### src/rtl/cpq_pkg.sv
// shared types and constants for the class priority queue
`default_nettype none
package cpq_pkg;

  localparam int QUEUE_DEPTH_DEF = 16;
  localparam int MAX_RESULTS     = 16;
  localparam int TAG_W           = 8;
  localparam int CLASS_W         = 2;
  localparam int TIME_W          = 16;
  localparam int ITEMS_W         = 5;
  localparam int CLASS_N         = 4;
  localparam int SERVED_W        = $clog2(MAX_RESULTS + 1);
  localparam logic [TIME_W-1:0] BUDGET_RESET = 16'd360;

  typedef enum logic {
    CMD_ENQUEUE = 1'b0,
    CMD_DRAIN   = 1'b1
  } cmd_code_t;

  typedef enum logic [1:0] {
    RES_ENQUEUED = 2'd0,
    RES_FULL     = 2'd1,
    RES_SERVED   = 2'd2,
    RES_NONE     = 2'd3
  } result_code_t;

  // one stored queue entry
  typedef struct packed {
    logic [TAG_W-1:0]   tag;
    logic [CLASS_W-1:0] cls;
    logic [TIME_W-1:0]  time_units;
  } slot_t;

  // controller to datapath commands
  typedef struct packed {
    logic load_in;
    logic insert;
    logic reject;
    logic serve;
    logic none;
  } ctrl_cmd_t;

  // datapath to controller status
  typedef struct packed {
    logic out_free;
    logic in_is_drain;
    logic full;
    logic can_serve;
    logic serve_last;
  } dp_stat_t;

endpackage
`default_nettype wire

### src/rtl/cpq_if.sv
// valid/ready channel interfaces for the input items and the results
`default_nettype none
interface cpq_in_if;
  logic        valid;
  logic        ready;
  logic        command;
  logic [7:0]  item_tag;
  logic [1:0]  member_class;
  logic [15:0] service_time;

  modport source (output valid, command, item_tag, member_class, service_time,
                  input ready);
  modport sink   (input valid, command, item_tag, member_class, service_time,
                  output ready);
endinterface

interface cpq_out_if;
  logic        valid;
  logic        ready;
  logic [1:0]  result_code;
  logic [7:0]  served_tag;
  logic [1:0]  served_class;
  logic [15:0] served_time;
  logic [4:0]  items_left;
  logic        last_result;

  modport source (output valid, result_code, served_tag, served_class, served_time,
                  items_left, last_result, input ready);
  modport sink   (input valid, result_code, served_tag, served_class, served_time,
                  items_left, last_result, output ready);
endinterface
`default_nettype wire

### src/rtl/cpq_ctrl.sv
// controller state machine for enqueue and drain sequencing
`default_nettype none
module cpq_ctrl (
  input  logic                clk,
  input  logic                rst_n,
  input  logic                in_valid,
  output logic                in_ready,
  input  cpq_pkg::dp_stat_t   stat,
  output cpq_pkg::ctrl_cmd_t  cmd
);
  import cpq_pkg::*;

  typedef enum logic [2:0] {
    ST_IDLE  = 3'b001,
    ST_ENQ   = 3'b010,
    ST_DRAIN = 3'b100
  } state_t;

  state_t state_r, state_nxt;

  assign in_ready = (state_r == ST_IDLE);

  // next state and command decode
  always_comb begin
    state_nxt = state_r;
    cmd       = '0;
    unique case (state_r)
      ST_IDLE: begin
        if (in_valid) begin
          cmd.load_in = 1'b1;
          state_nxt   = stat.in_is_drain ? ST_DRAIN : ST_ENQ;
        end
      end
      ST_ENQ: begin
        if (stat.out_free) begin
          if (stat.full) begin
            cmd.reject = 1'b1;
          end else begin
            cmd.insert = 1'b1;
          end
          state_nxt = ST_IDLE;
        end
      end
      ST_DRAIN: begin
        if (stat.out_free) begin
          if (stat.can_serve) begin
            cmd.serve = 1'b1;
            if (stat.serve_last) begin
              state_nxt = ST_IDLE;
            end
          end else begin
            // head over budget or queue empty on the first look
            cmd.none  = 1'b1;
            state_nxt = ST_IDLE;
          end
        end
      end
      default: begin
        state_nxt = ST_IDLE;
      end
    endcase
  end

  // state register
  always_ff @(posedge clk) begin
    if (!rst_n) begin
      state_r <= ST_IDLE;
    end else begin
      state_r <= state_nxt;
    end
  end

endmodule
`default_nettype wire

### src/rtl/cpq_dp.sv
// datapath: ordered entry shift array, class counters, budget sum and result register
`default_nettype none
module cpq_dp #(
  parameter int QUEUE_DEPTH = cpq_pkg::QUEUE_DEPTH_DEF
) (
  input  logic                          clk,
  input  logic                          rst_n,
  input  cpq_pkg::ctrl_cmd_t            cmd,
  output cpq_pkg::dp_stat_t             stat,
  input  logic                          in_command,
  input  logic [cpq_pkg::TAG_W-1:0]     in_item_tag,
  input  logic [cpq_pkg::CLASS_W-1:0]   in_member_class,
  input  logic [cpq_pkg::TIME_W-1:0]    in_service_time,
  input  logic                          out_ready,
  output logic                          out_valid,
  output logic [1:0]                    out_result_code,
  output logic [cpq_pkg::TAG_W-1:0]     out_served_tag,
  output logic [cpq_pkg::CLASS_W-1:0]   out_served_class,
  output logic [cpq_pkg::TIME_W-1:0]    out_served_time,
  output logic [cpq_pkg::ITEMS_W-1:0]   out_items_left,
  output logic                          out_last_result,
  input  logic                          cfg_we,
  input  logic [cpq_pkg::TIME_W-1:0]    cfg_wdata
);
  import cpq_pkg::*;

  localparam int CW = $clog2(QUEUE_DEPTH + 1);

  slot_t                entries_r [QUEUE_DEPTH];
  slot_t                prev_s    [QUEUE_DEPTH];
  slot_t                next_s    [QUEUE_DEPTH];
  slot_t                new_r;
  slot_t                head;
  slot_t                second;
  logic [CW-1:0]        count_r;
  logic [CW-1:0]        cls_cnt_r [CLASS_N];
  logic [CW-1:0]        pos;
  logic [CW-1:0]        count_after;
  logic [CW+ITEMS_W-1:0] items_ext;
  logic [TIME_W-1:0]    budget_r;
  logic [TIME_W-1:0]    sum_r;
  logic [SERVED_W-1:0]  served_r;
  logic [TIME_W:0]      sum_a;
  logic [TIME_W+1:0]    sum_b;
  logic                 fits;
  logic                 over_b;

  logic                 out_valid_r;
  result_code_t         code_r;
  slot_t                res_slot_r;
  logic [ITEMS_W-1:0]   items_r;
  logic                 last_r;
  logic                 emit;

  assign head   = entries_r[0];
  assign second = entries_r[1];

  // neighbor views used by the insert and remove shifts
  always_comb begin
    prev_s[0] = new_r;
    for (int i = 1; i < QUEUE_DEPTH; i++) begin
      prev_s[i] = entries_r[i-1];
    end
    for (int i = 0; i < QUEUE_DEPTH - 1; i++) begin
      next_s[i] = entries_r[i+1];
    end
    next_s[QUEUE_DEPTH-1] = entries_r[QUEUE_DEPTH-1];
  end

  // insert position: items of the same or a higher class stay in front
  always_comb begin
    pos = cls_cnt_r[0];
    for (int c = 1; c < CLASS_N; c++) begin
      if (CLASS_W'(c) <= new_r.cls) begin
        pos = pos + cls_cnt_r[CLASS_W'(c)];
      end
    end
  end

  // budget check on the head and lookahead on the following entry
  assign sum_a  = {1'b0, sum_r} + {1'b0, head.time_units};
  assign fits   = (sum_a <= {1'b0, budget_r});
  assign sum_b  = {1'b0, sum_a} + {2'b00, second.time_units};
  assign over_b = (sum_b > {2'b00, budget_r});

  // status to the controller
  always_comb begin
    stat.out_free    = !out_valid_r || out_ready;
    stat.in_is_drain = (in_command == CMD_DRAIN);
    stat.full        = (count_r == CW'(QUEUE_DEPTH));
    stat.can_serve   = (count_r != '0) && (served_r < SERVED_W'(MAX_RESULTS)) && fits;
    stat.serve_last  = (count_r == CW'(1)) || (served_r == SERVED_W'(MAX_RESULTS - 1)) ||
                       over_b;
  end

  // item count reported with the result
  always_comb begin
    priority if (cmd.insert) begin
      count_after = count_r + CW'(1);
    end else if (cmd.serve) begin
      count_after = count_r - CW'(1);
    end else begin
      count_after = count_r;
    end
    items_ext = {{ITEMS_W{1'b0}}, count_after};
  end

  assign emit = cmd.insert || cmd.reject || cmd.serve || cmd.none;

  // budget register
  always_ff @(posedge clk) begin
    if (!rst_n) begin
      budget_r <= BUDGET_RESET;
    end else if (cfg_we) begin
      budget_r <= cfg_wdata;
    end
  end

  // counters, running sum and result valid
  always_ff @(posedge clk) begin
    if (!rst_n) begin
      count_r     <= '0;
      served_r    <= '0;
      sum_r       <= '0;
      out_valid_r <= 1'b0;
      for (int c = 0; c < CLASS_N; c++) begin
        cls_cnt_r[c] <= '0;
      end
    end else begin
      if (cmd.load_in) begin
        served_r <= '0;
        sum_r    <= '0;
      end
      if (cmd.insert) begin
        count_r              <= count_r + CW'(1);
        cls_cnt_r[new_r.cls] <= cls_cnt_r[new_r.cls] + CW'(1);
      end
      if (cmd.serve) begin
        count_r             <= count_r - CW'(1);
        cls_cnt_r[head.cls] <= cls_cnt_r[head.cls] - CW'(1);
        sum_r               <= sum_a[TIME_W-1:0];
        served_r            <= served_r + SERVED_W'(1);
      end
      if (emit) begin
        out_valid_r <= 1'b1;
      end else if (out_ready) begin
        out_valid_r <= 1'b0;
      end
    end
  end

  // entry array: shift up behind the insert point, shift down on serve
  always_ff @(posedge clk) begin
    if (cmd.load_in) begin
      new_r <= '{tag: in_item_tag, cls: in_member_class, time_units: in_service_time};
    end
    for (int i = 0; i < QUEUE_DEPTH; i++) begin
      if (cmd.insert) begin
        if (CW'(i) > pos) begin
          entries_r[i] <= prev_s[i];
        end else if (CW'(i) == pos) begin
          entries_r[i] <= new_r;
        end
      end else if (cmd.serve) begin
        entries_r[i] <= next_s[i];
      end
    end
  end

  // result payload register
  always_ff @(posedge clk) begin
    if (emit) begin
      items_r <= items_ext[ITEMS_W-1:0];
      priority if (cmd.serve) begin
        code_r     <= RES_SERVED;
        res_slot_r <= head;
        last_r     <= stat.serve_last;
      end else if (cmd.insert) begin
        code_r     <= RES_ENQUEUED;
        res_slot_r <= '0;
        last_r     <= 1'b1;
      end else if (cmd.reject) begin
        code_r     <= RES_FULL;
        res_slot_r <= '0;
        last_r     <= 1'b1;
      end else begin
        code_r     <= RES_NONE;
        res_slot_r <= '0;
        last_r     <= 1'b1;
      end
    end
  end

  assign out_valid        = out_valid_r;
  assign out_result_code  = code_r;
  assign out_served_tag   = res_slot_r.tag;
  assign out_served_class = res_slot_r.cls;
  assign out_served_time  = res_slot_r.time_units;
  assign out_items_left   = items_r;
  assign out_last_result  = last_r;

endmodule
`default_nettype wire

### src/rtl/class_priority_queue_budget_drain_unit.sv
// top level of the four-class priority queue with budget drain
//
// in_ch carries one command per transfer: enqueue (tag, class, service time)
// or drain. out_ch carries result items; cfg_we/cfg_wdata write time_budget
// (reset 360). It is up to the user to write it only while the block is idle.
// Enqueue: one result. After the input transfer the sequencer moves to its enqueue
// state; once the output register is free it registers the result and returns to
// idle, where the next input can be taken. The insert point comes from four
// per-class counters and the entries shift in place. Drain: the sequencer moves to
// its drain state, then one served item per cycle while the receiver does not stall,
// up to 16. The head entry and the one behind it are checked against the budget,
// which with the item count and the limit of 16 marks the final result. A drain
// that serves nothing gives one result.
// Only one command is worked on at a time; the next input transfer is taken
// while the final result still waits in the output register.
// When the receiver stalls, the result register holds and the sequencer waits.
// Reset empties the queue, sets the budget to 360 and drops any pending result.
// There is no clearing pass: entry contents are only read below the count.
`default_nettype none
module class_priority_queue_budget_drain_unit #(
  parameter int QUEUE_DEPTH = cpq_pkg::QUEUE_DEPTH_DEF
) (
  input  logic                       clk,
  input  logic                       rst_n,
  cpq_in_if.sink                     in_ch,
  cpq_out_if.source                  out_ch,
  input  logic                       cfg_we,
  input  logic [cpq_pkg::TIME_W-1:0] cfg_wdata
);
  import cpq_pkg::*;

  ctrl_cmd_t cmd;
  dp_stat_t  stat;
  logic      in_ready;

  assign in_ch.ready = in_ready;

  // sequencer
  cpq_ctrl u_ctrl (
    .clk      (clk),
    .rst_n    (rst_n),
    .in_valid (in_ch.valid),
    .in_ready (in_ready),
    .stat     (stat),
    .cmd      (cmd)
  );

  // queue storage and result register
  cpq_dp #(
    .QUEUE_DEPTH (QUEUE_DEPTH)
  ) u_dp (
    .clk              (clk),
    .rst_n            (rst_n),
    .cmd              (cmd),
    .stat             (stat),
    .in_command       (in_ch.command),
    .in_item_tag      (in_ch.item_tag),
    .in_member_class  (in_ch.member_class),
    .in_service_time  (in_ch.service_time),
    .out_ready        (out_ch.ready),
    .out_valid        (out_ch.valid),
    .out_result_code  (out_ch.result_code),
    .out_served_tag   (out_ch.served_tag),
    .out_served_class (out_ch.served_class),
    .out_served_time  (out_ch.served_time),
    .out_items_left   (out_ch.items_left),
    .out_last_result  (out_ch.last_result),
    .cfg_we           (cfg_we),
    .cfg_wdata        (cfg_wdata)
  );

endmodule
`default_nettype wire

### src/flat_wrapper.sv
// flat-port wrapper written by rule: the top's interface ports become plain ports
module class_priority_queue_budget_drain_unit_flat import cpq_pkg::*;
#(
  parameter int QUEUE_DEPTH = cpq_pkg::QUEUE_DEPTH_DEF
)
  (clk, rst_n, cfg_we, cfg_wdata, in_ch_valid, in_ch_command, in_ch_item_tag, in_ch_member_class, in_ch_service_time, in_ch_ready, out_ch_valid, out_ch_result_code, out_ch_served_tag, out_ch_served_class, out_ch_served_time, out_ch_items_left, out_ch_last_result, out_ch_ready);
  cpq_in_if in_ch_i ();
  cpq_out_if out_ch_i ();
  input  logic clk;
  input  logic rst_n;
  input  logic cfg_we;
  input  logic [cpq_pkg::TIME_W-1:0] cfg_wdata;
  input wire logic [$bits(in_ch_i.valid)-1:0] in_ch_valid;
  input wire logic [$bits(in_ch_i.command)-1:0] in_ch_command;
  input wire logic [$bits(in_ch_i.item_tag)-1:0] in_ch_item_tag;
  input wire logic [$bits(in_ch_i.member_class)-1:0] in_ch_member_class;
  input wire logic [$bits(in_ch_i.service_time)-1:0] in_ch_service_time;
  output wire logic [$bits(in_ch_i.ready)-1:0] in_ch_ready;
  output wire logic [$bits(out_ch_i.valid)-1:0] out_ch_valid;
  output wire logic [$bits(out_ch_i.result_code)-1:0] out_ch_result_code;
  output wire logic [$bits(out_ch_i.served_tag)-1:0] out_ch_served_tag;
  output wire logic [$bits(out_ch_i.served_class)-1:0] out_ch_served_class;
  output wire logic [$bits(out_ch_i.served_time)-1:0] out_ch_served_time;
  output wire logic [$bits(out_ch_i.items_left)-1:0] out_ch_items_left;
  output wire logic [$bits(out_ch_i.last_result)-1:0] out_ch_last_result;
  input wire logic [$bits(out_ch_i.ready)-1:0] out_ch_ready;
  assign in_ch_i.valid = in_ch_valid;
  assign in_ch_i.command = in_ch_command;
  assign in_ch_i.item_tag = in_ch_item_tag;
  assign in_ch_i.member_class = in_ch_member_class;
  assign in_ch_i.service_time = in_ch_service_time;
  assign in_ch_ready = in_ch_i.ready;
  assign out_ch_valid = out_ch_i.valid;
  assign out_ch_result_code = out_ch_i.result_code;
  assign out_ch_served_tag = out_ch_i.served_tag;
  assign out_ch_served_class = out_ch_i.served_class;
  assign out_ch_served_time = out_ch_i.served_time;
  assign out_ch_items_left = out_ch_i.items_left;
  assign out_ch_last_result = out_ch_i.last_result;
  assign out_ch_i.ready = out_ch_ready;
  class_priority_queue_budget_drain_unit #(.QUEUE_DEPTH(QUEUE_DEPTH)) u_core (.clk(clk), .rst_n(rst_n), .in_ch(in_ch_i), .out_ch(out_ch_i), .cfg_we(cfg_we), .cfg_wdata(cfg_wdata));
endmodule
### config.mk
export PLATFORM = sky130hd
export DESIGN_NAME = class_priority_queue_budget_drain_unit_flat
export DESIGN_NICKNAME = d
export VERILOG_FILES = /design/src/rtl/cpq_pkg.sv /design/src/rtl/cpq_if.sv /design/src/rtl/cpq_ctrl.sv /design/src/rtl/cpq_dp.sv /design/src/rtl/class_priority_queue_budget_drain_unit.sv /design/src/flat_wrapper.sv
export SDC_FILE = /design/constraint.sdc
export NUM_CORES = 1
export LEC_CHECK = 0
export BUFFER_PORTS_ARGS = -buffer_cell sky130_fd_sc_hd__buf_2
export CORE_AREA = 2 2 235 237
export CTS_BUF_LIST = sky130_fd_sc_hd__clkbuf_2
export CTS_CLUSTER_SIZE = 30
export DETAILED_ROUTE_END_ITERATION = 10
export DIE_AREA = 0 0 237 239
export PLACE_DENSITY = 0.71
export SLEW_MARGIN = 10
export SYNTH_ARGS = -nofsm -noshare
export SYNTH_HDL_FRONTEND = slang
export SYNTH_SLANG_ARGS = --single-unit
export TNS_END_PERCENT = 100
### constraint.sdc
create_clock -name clk -period 7.45 [get_ports clk]
set_clock_uncertainty 0.1 [all_clocks]
set_input_delay 0.3725 -clock clk [delete_from_list [all_inputs] [get_ports clk]]
set_output_delay 0.3725 -clock clk [all_outputs]
set_load 0.01 [all_outputs]
==> impl_metrics.tcl, run 1 <==
set metrics [dict create \
    outcome "finished, final reports clean" \
    p_switching_mw 1.78 \
    power_mw 6.35 \
    grt_pass1_vias 22022 \
    setup_slack_ns 0.515 \
    clk_pin_slew_worst_paths_ns 0.12 \
    area_delta_synth_final_pct 12.4 \
    synth_top_area_share_pct 50.7 \
    use_met2_pct 44.3 \
    drt-vias-per-instance 6.10 \
    cts.path.max_buffers 3 \
    crit_required_ns 8.63 \
    place_hpwl_um 48400 \
    power_frac_clock_pct 33.8 \
    busiest_layer "met2" \
    drv_cap 0 \
    h-tree-depth 4 \
    grt_first_pass_wirelength_um 124000 \
    grt_max_degree 277 \
    r2r_slack_ns 0.52 \
    ys_seq_elements 544 \
    rr_startpoint "u_core.u_dp.entries_r[0][2]$_DFFE_PP_" \
    p_sw_share_pct 28.0 \
    hp-start "rst_n" \
    drive_gt1_share_pct 15.0 \
    synth_nets 2788 \
    tightest_slew_ns 1.18 \
    fin_crit_ns 6.93 \
    setup_viol 0 \
    crit_path_end_kind "flip-flop" \
    start_util_pct 54.1 \
    start_kind "flip-flop" \
    arrival_ns 8.12 \
    grt.total_usage_pct 28.2 \
    synthArstFlopShare_pct 0 \
    pre_cts_ws_ns 1.13 \
    core-area_sq_um 54300 \
    synth_top_cell_by_area "edfxtp_1" \
    ys_top_cells_by_area "edfxtp_1, mux2i_1, nand2_1, a211o_1, ha_1" \
    cts_buffers 142 \
    chipWidth_um 237 \
    drtPass1Iterations 6 \
    cts_tree "done" \
    port_buffers 83 \
    cpMostUsedCell "ha_1" \
    fmax_mhz 144 \
    fin_setup_tns_ns 0 \
    grtUsageMet3_pct 6.26 \
    synth_flop_cell "edfxtp_1" \
    route.vias.total 22360 \
    synth_edf_count 496 \
    critPathMaxFanout 4 \
    worstSetupPathType "reg2reg" \
    final_hold_viol_count 0 \
    syn_avg_cell_area_sq_um 11.1 \
    syn_area_sq_um 29400 \
    grt_overflow 0 \
    rows 86 \
    cts.sink_count 544 \
    p_int_mw 4.57 \
    final_nets 3000 \
    synth.distinct_cells 69 \
    yosysSeqAreaShare_pct 54.0 \
    pwr_density_cell_nw_per_um2 192 \
    fin_util_pct 60.8 \
    p_seq_share_pct 55.7 \
    yosys_warnings 0 \
    hp-class "in2reg" \
    io_pins 84 \
    crit_buf_inv 3 \
    max_slew_margin_pct 21.6 \
    critPathSlowestCell "dlygate4sd3_1" \
    cpPeakStageDelay_ns 0.62 \
    routedWlPerCell_um 21.7 \
    p_comb_share_pct 10.5 \
    leakage_nw 13.7 \
    die_height_um 239 \
    final-max-slew-violation-count 0 \
    drt-total-wl_um 79400 \
    ant_nets 0 \
    antenna_found_initial 1 \
    grtUsageMet1_pct 38.1 \
    clkLatencyLatePin_ns 1.36 \
    cp-startpoint "u_core.u_dp.entries_r[0][2]$_DFFE_PP_" \
    post-route-period-util_pct 93.1 \
    synthCells 2648 \
    cts-root-buf "clkbuf_2" \
    drcViolationCount 0 \
    routabilityCongestion 0.902 \
    rsz0062_at_grt "no" \
    drt_iter0_markers 2433 \
    fp.dieArea_sq_um 56600 \
    ir_worst_vdd_mv 0.142 \
    crit_family "compound AO/OA/AOI/OAI gates" \
]
power groups by stage:
stage / logic, mW / registers, mW / clock network [mW]
after floorplan: 0.430 / 3.53 / 0
after global placement: 0.580 / 3.60 / 0
after detailed placement: 0.594 / 3.60 / 0
after CTS: 0.654 / 3.53 / 2.19
after global routing: 0.721 / 3.55 / 2.33
final: 0.665 / 3.54 / 2.14
worst register-to-register path: stages, from the launching register on:
cell and delay (ns):
edfxtp_1 0.45, ha_1 0.35, nor2b_1 0.17, o31a_1 0.27, o211ai_1 0.29, a21boi_0 0.18, o21a_1 0.22, o21ai_0 0.21
a211oi_2 0.10, buf_4 0.17, ha_1 0.34, o211ai_1 0.10, o21ai_0 0.13, or4_1 0.51, a31o_2 0.25, a21oi_1 0.16
xnor2_1 0.08, ha_1 0.30, nand4_1 0.13, nor4_1 0.27, a21oi_1 0.10, nor4_4 0.39, a221o_1 0.22, dlygate4sd3_1 0.62
mux2i_1 0.19, dlygate4sd3_1 0.56
path summary, 6_finish.rpt:
| path | to | cells past startpoint |
|---|---|---|
| max | u_core.u_ctrl.state_r[1]$_SDFFE_PN0P_ | 25 |
| min | u_core.u_dp.count_r[0]$_SDFFE_PN0P_ | 3 |
| max reg2reg | u_core.u_ctrl.state_r[1]$_SDFFE_PN0P_ | 25 |
| min reg2reg | u_core.u_dp.entries_r[1][170]$_DFFE_PP_ | 2 |
metal layers:
metal  share of wire, %  vias up  wire (um)
met5                  0        -          0
met4                2.9        0       2290
met3                8.8      188       6960
met2                 46     1093      36500
met1                 42    10826      33700
li1                   -    10253          -
stage by stage:
stage,instance area [sq um],hold WS (ns),instances
CTS,33000,0.0439,3657
floorplan,29400,0.356,2648
global placement,30400,0.369,3289
global route,33000,0.102,3660
detailed placement,30400,0.388,3289
finish,33000,0.162,3663
Yosys cell counts, drive strengths merged (12+ instances only):
| cell type | count |
|---|---|
| nor2 | 182 |
| mux4 | 12 |
| o211ai | 12 |
| a21oi | 46 |
| a21o | 17 |
| xor2 | 12 |
| a211o | 130 |
| inv | 54 |
| ha | 87 |
| nor3 | 42 |
| nand3 | 30 |
| mux2 | 36 |
| buf | 48 |
| nand2 | 367 |
| clkbuf | 149 |
| and2 | 37 |
| and3 | 136 |
| nor2b | 29 |
| o21ai | 269 |
| a32oi | 13 |
| mux2i | 263 |
| xnor2 | 31 |
| dfxtp | 48 |
| edfxtp | 496 |
flip-flops by register name, summed over array words and instances (netlist names), named ones only:
| name | cells |
|---|---|
| u_core.u_dp.new_r | 26 |
| u_core.u_dp.out_served_class | 2 |
| u_core.u_dp.out_served_time | 16 |
| u_core.u_dp.sum_r | 16 |
| u_core.u_dp.out_items_left | 5 |
| u_core.u_dp.cls_cnt_r | 20 |
| u_core.u_dp.out_served_tag | 8 |
| u_core.u_ctrl.state_r | 3 |
| u_core.u_dp.entries_r | 416 |
| u_core.u_dp.out_result_code | 2 |
| u_core.u_dp.budget_r | 16 |
| u_core.u_dp.out_valid | 1 |
| u_core.u_dp.count_r | 5 |
| u_core.u_dp.out_last_result | 1 |
| u_core.u_dp.served_r | 5 |
cells by family after synthesis:
logic type                 after synthesis  share of synthesized area (%)
adders and majority gates               92                           4.05
buffers and inverters                  252                           3.82
AOI/OAI and AO/OA                      535                           11.7
DFF                                    544                           54.0
and+or+nand+nor                        871                           13.7
muxes                                  311                           11.4
xor gates and xnor gates                43                           1.36
layout by cell type, fill, tap and decap left out, types with 8 or more instances in the layout:
cell type | netlist | layout
a211o_1 | 130 | 130
a21o_1 | 17 | 17
a21oi_1 | 44 | 44
a32oi_1 | 13 | 13
and2_1 | 36 | 35
and3_1 | 136 | 135
buf_12 | 0 | 11
buf_2 | 19 | 83
buf_4 | 7 | 42
clkbuf_2 | 0 | 210
clkinv_1 | 1 | 17
dfxtp_1 | 48 | 48
dlygate4sd3_1 | 0 | 129
edfxtp_1 | 496 | 496
ha_1 | 87 | 87
inv_1 | 53 | 52
mux2_2 | 35 | 36
mux2i_1 | 258 | 252
mux2i_4 | 4 | 11
mux4_2 | 12 | 12
nand2_1 | 367 | 367
nand2b_1 | 11 | 11
nand3_1 | 29 | 28
nand4_1 | 11 | 11
nor2_1 | 182 | 181
nor2b_1 | 29 | 29
nor3_1 | 41 | 41
nor4_1 | 9 | 8
o211ai_1 | 12 | 12
o21ai_0 | 199 | 195
o21ai_1 | 70 | 70
xnor2_1 | 30 | 30
xor2_1 | 10 | 10
timing repair:
action | in CTS | in global routing
hold buffers | 129 | 0
resized for setup | 0 | 5
endpoints found under the hold margin | 124 | 0
setup endpoints to repair | 0 | 3
buffers inserted | 0 | 2
cell type report:
type | instances | area, sq um
Sequential cell | 544 | 15900
Clock buffer | 210 | 1050
Timing Repair Buffer | 265 | 2240
Tap cell | 704 | 881
Inverter | 55 | 206
Fill cell | 4333 | 21300
Antenna cell | 4 | 10.0
Clock inverter | 29 | 229
Multi-Input combinational cell | 1852 | 12600
Note: power is estimated with default switching activity, not from simulation.
==> run 2, diff against run 1 <==
--- a/config.mk
+++ b/config.mk
@@ -6,11 +6,11 @@
 export NUM_CORES = 1
 export LEC_CHECK = 0
 export BUFFER_PORTS_ARGS = -buffer_cell sky130_fd_sc_hd__buf_2
-export CORE_AREA = 2 2 235 237
+export CORE_AREA = 2 2 178 311
 export CTS_BUF_LIST = sky130_fd_sc_hd__clkbuf_2
 export CTS_CLUSTER_SIZE = 30
 export DETAILED_ROUTE_END_ITERATION = 10
-export DIE_AREA = 0 0 237 239
+export DIE_AREA = 0 0 180 313
 export PLACE_DENSITY = 0.71
 export SLEW_MARGIN = 10
 export SYNTH_ARGS = -nofsm -noshare
==> run 2 against run 1 <==
Net effect:
- sequential share of layout area is 0.49 points higher
- cell count shrank 1.1%
- count of clock-buffer cells in the layout shrank 26
- global-route usage fell by 0.44 points
- largest cell class unchanged
==> impl_metrics.tcl, run 2 (synthesis results as in run 1) <==
set metrics [dict create \
    outcome "finished, final reports clean" \
    drt-total-wl_um 78400 \
    whs_ns 0.181 \
    place_hpwl_um 48600 \
    cpPeakStageDelay_ns 0.56 \
    final_area_sq_um 32700 \
    pwr_density_cell_nw_per_um2 187 \
    routedWlPerCell_um 21.7 \
    setup_slack_ns 0.640 \
    final_hold_viol_count 0 \
    largest_register "u_core.u_dp.entries_r" \
    r2r_slack_ns 0.64 \
    chipWidth_um 180 \
    fp.dieArea_sq_um 56300 \
    die_height_um 313 \
    routabilityCongestion 0.906 \
    antenna_found_initial 2 \
    setup_viol 0 \
    cts_buffers 120 \
    worstSetupPathType "reg2reg" \
    port_buffers 83 \
    tightest_slew_ns 1.21 \
    power_mw 6.13 \
    hp-class "in2reg" \
    post-route-period-util_pct 91.4 \
    clkLatencyLatePin_ns 1.20 \
    rows 113 \
    fmax_mhz 147 \
    fill_cells 4383 \
    start_kind "flip-flop" \
    seqCellArea_sq_um 15900 \
    critPathMaxFanout 4 \
    fin_util_pct 60.7 \
    drcViolationCount 0 \
    drtPass1Iterations 8 \
    grt_pass1_vias 22475 \
    h-tree-depth 3 \
    crit_required_ns 8.46 \
    layout_common_cells "edfxtp_1, nand2_1, mux2i_1, o21ai_0, clkbuf_2" \
    drt-vias-per-instance 6.08 \
    layout_commonest_cell "edfxtp_1" \
    grt_first_pass_wirelength_um 123000 \
    drive_gt1_share_pct 13.9 \
    grt_max_degree 271 \
    drv_cap 0 \
    grt_overflow 0 \
    arrival_ns 7.82 \
    cts-root-buf "clkbuf_2" \
    cts_setup_buffers 0 \
    io_pins 84 \
    cts.sink_count 544 \
    start_util_pct 54.5 \
    critPathSlowestCell "dlygate4sd3_1" \
    placed_cell_area_sq_um 30300 \
    fin_crit_ns 6.81 \
    fin_setup_tns_ns 0 \
    ant_nets 0 \
    final-max-slew-violation-count 0 \
    cts.path.max_buffers 3 \
    route.vias.total 22000 \
    leakage_nw 13.5 \
    crit_path_end_kind "flip-flop" \
    largest_register_ffs 416 \
    core-area_sq_um 53900 \
    reg_top3 "u_core.u_dp.entries_r (416), u_core.u_dp.new_r (26), u_core.u_dp.cls_cnt_r (20)" \
    max_slew_margin_pct 19.3 \
    pre_cts_ws_ns 1.21 \
    final_nets 2973 \
    stdcell_count 3621 \
    drt_iter0_markers 2152 \
    grt.total_usage_pct 27.7 \
    area_delta_synth_final_pct 11.3 \
    rsz0062_at_grt "no" \
    dp.cells 3273 \
    clk_pin_slew_worst_paths_ns 0.12 \
    cts_tree "done" \
    multi_input_area_sq_um 12600 \
    ir_worst_vdd_mv 0.0893 \
]
==> run 2: changes by cell type in the layout (fill, tap and decap cells not counted), moves of 2 or more <==
| cell | previous run | this run |
|---|---|---|
| o21ai_4 | 0 | 2 |
| clkbuf_2 | 210 | 184 |
| inv_2 | 5 | 3 |
| diode_2 | 4 | 2 |
| buf_4 | 42 | 46 |
| clkinv_1 | 17 | 27 |
| o21ai_2 | 4 | 2 |
| bufinv_16 | 4 | 2 |
| buf_12 | 11 | 3 |
==> run 2: repair_timing <==
| item | in CTS | in global routing |
|---|---|---|
| endpoints found under the hold margin | 96 | 0 |
| gates resized for setup | 0 | 1 |
| hold buffers | 128 | 0 |
| endpoints found under the setup margin | 0 | 3 |
==> run 2: layer usage <==
layer | up-vias | part of all wire (%) | track usage [%]
li1 | 10191 | - | -
met1 | 10657 | 38 | 32.8
met2 | 942 | 51 | 49.2
met3 | 210 | 6.4 | 4.16
met4 | 0 | 4.2 | 13.5
met5 | - | 0 | 0
==> run 2: area by class of cell <==
cell class | instances | area share [%]
Timing Repair Buffer | 260 | 6.43
Multi-Input combinational cell | 1852 | 38.4
Inverter | 55 | 0.631
Antenna cell | 2 | 0.0153
Clock buffer | 184 | 2.82
Clock inverter | 34 | 0.585
Tap cell | 690 | 2.64
Sequential cell | 544 | 48.5
==> run 2: worst paths after layout <==
| path | depth (start not counted) | endpoint | start |
|---|---|---|---|
| min reg2reg | 2 | u_core.u_dp.sum_r[0]$_SDFFE_PN0P_ | u_core.u_dp.sum_r[0]$_SDFFE_PN0P_ |
| max reg2reg | 27 | u_core.u_ctrl.state_r[2]$_SDFFE_PN0P_ | u_core.u_dp.entries_r[0][0]$_DFFE_PP_ |
| min | 3 | u_core.u_dp.budget_r[5]$_SDFFE_PN1P_ | cfg_we |
| max | 27 | u_core.u_ctrl.state_r[2]$_SDFFE_PN0P_ | u_core.u_dp.entries_r[0][0]$_DFFE_PP_ |
==> run 2: critical path: cells and delay by family, from the launching register on <==
| kind | cells | cell delay (ns) |
|---|---|---|
| AOI/OAI and AO/OA | 11 | 2.33 |
| and+or+nand+nor | 8 | 1.66 |
| adders and majority gates | 4 | 1.30 |
| buffers and inverters | 2 | 0.63 |
| DFF | 1 | 0.41 |
| muxes | 1 | 0.22 |
| xor gates and xnor gates | 1 | 0.14 |
==> run 2: power by group <==
part,switching [mW],leakage [nW],internal [mW]
Sequential,0.112,4.87,3.42
Combinational,0.400,7.83,0.263
Clock,1.21,0.852,0.725
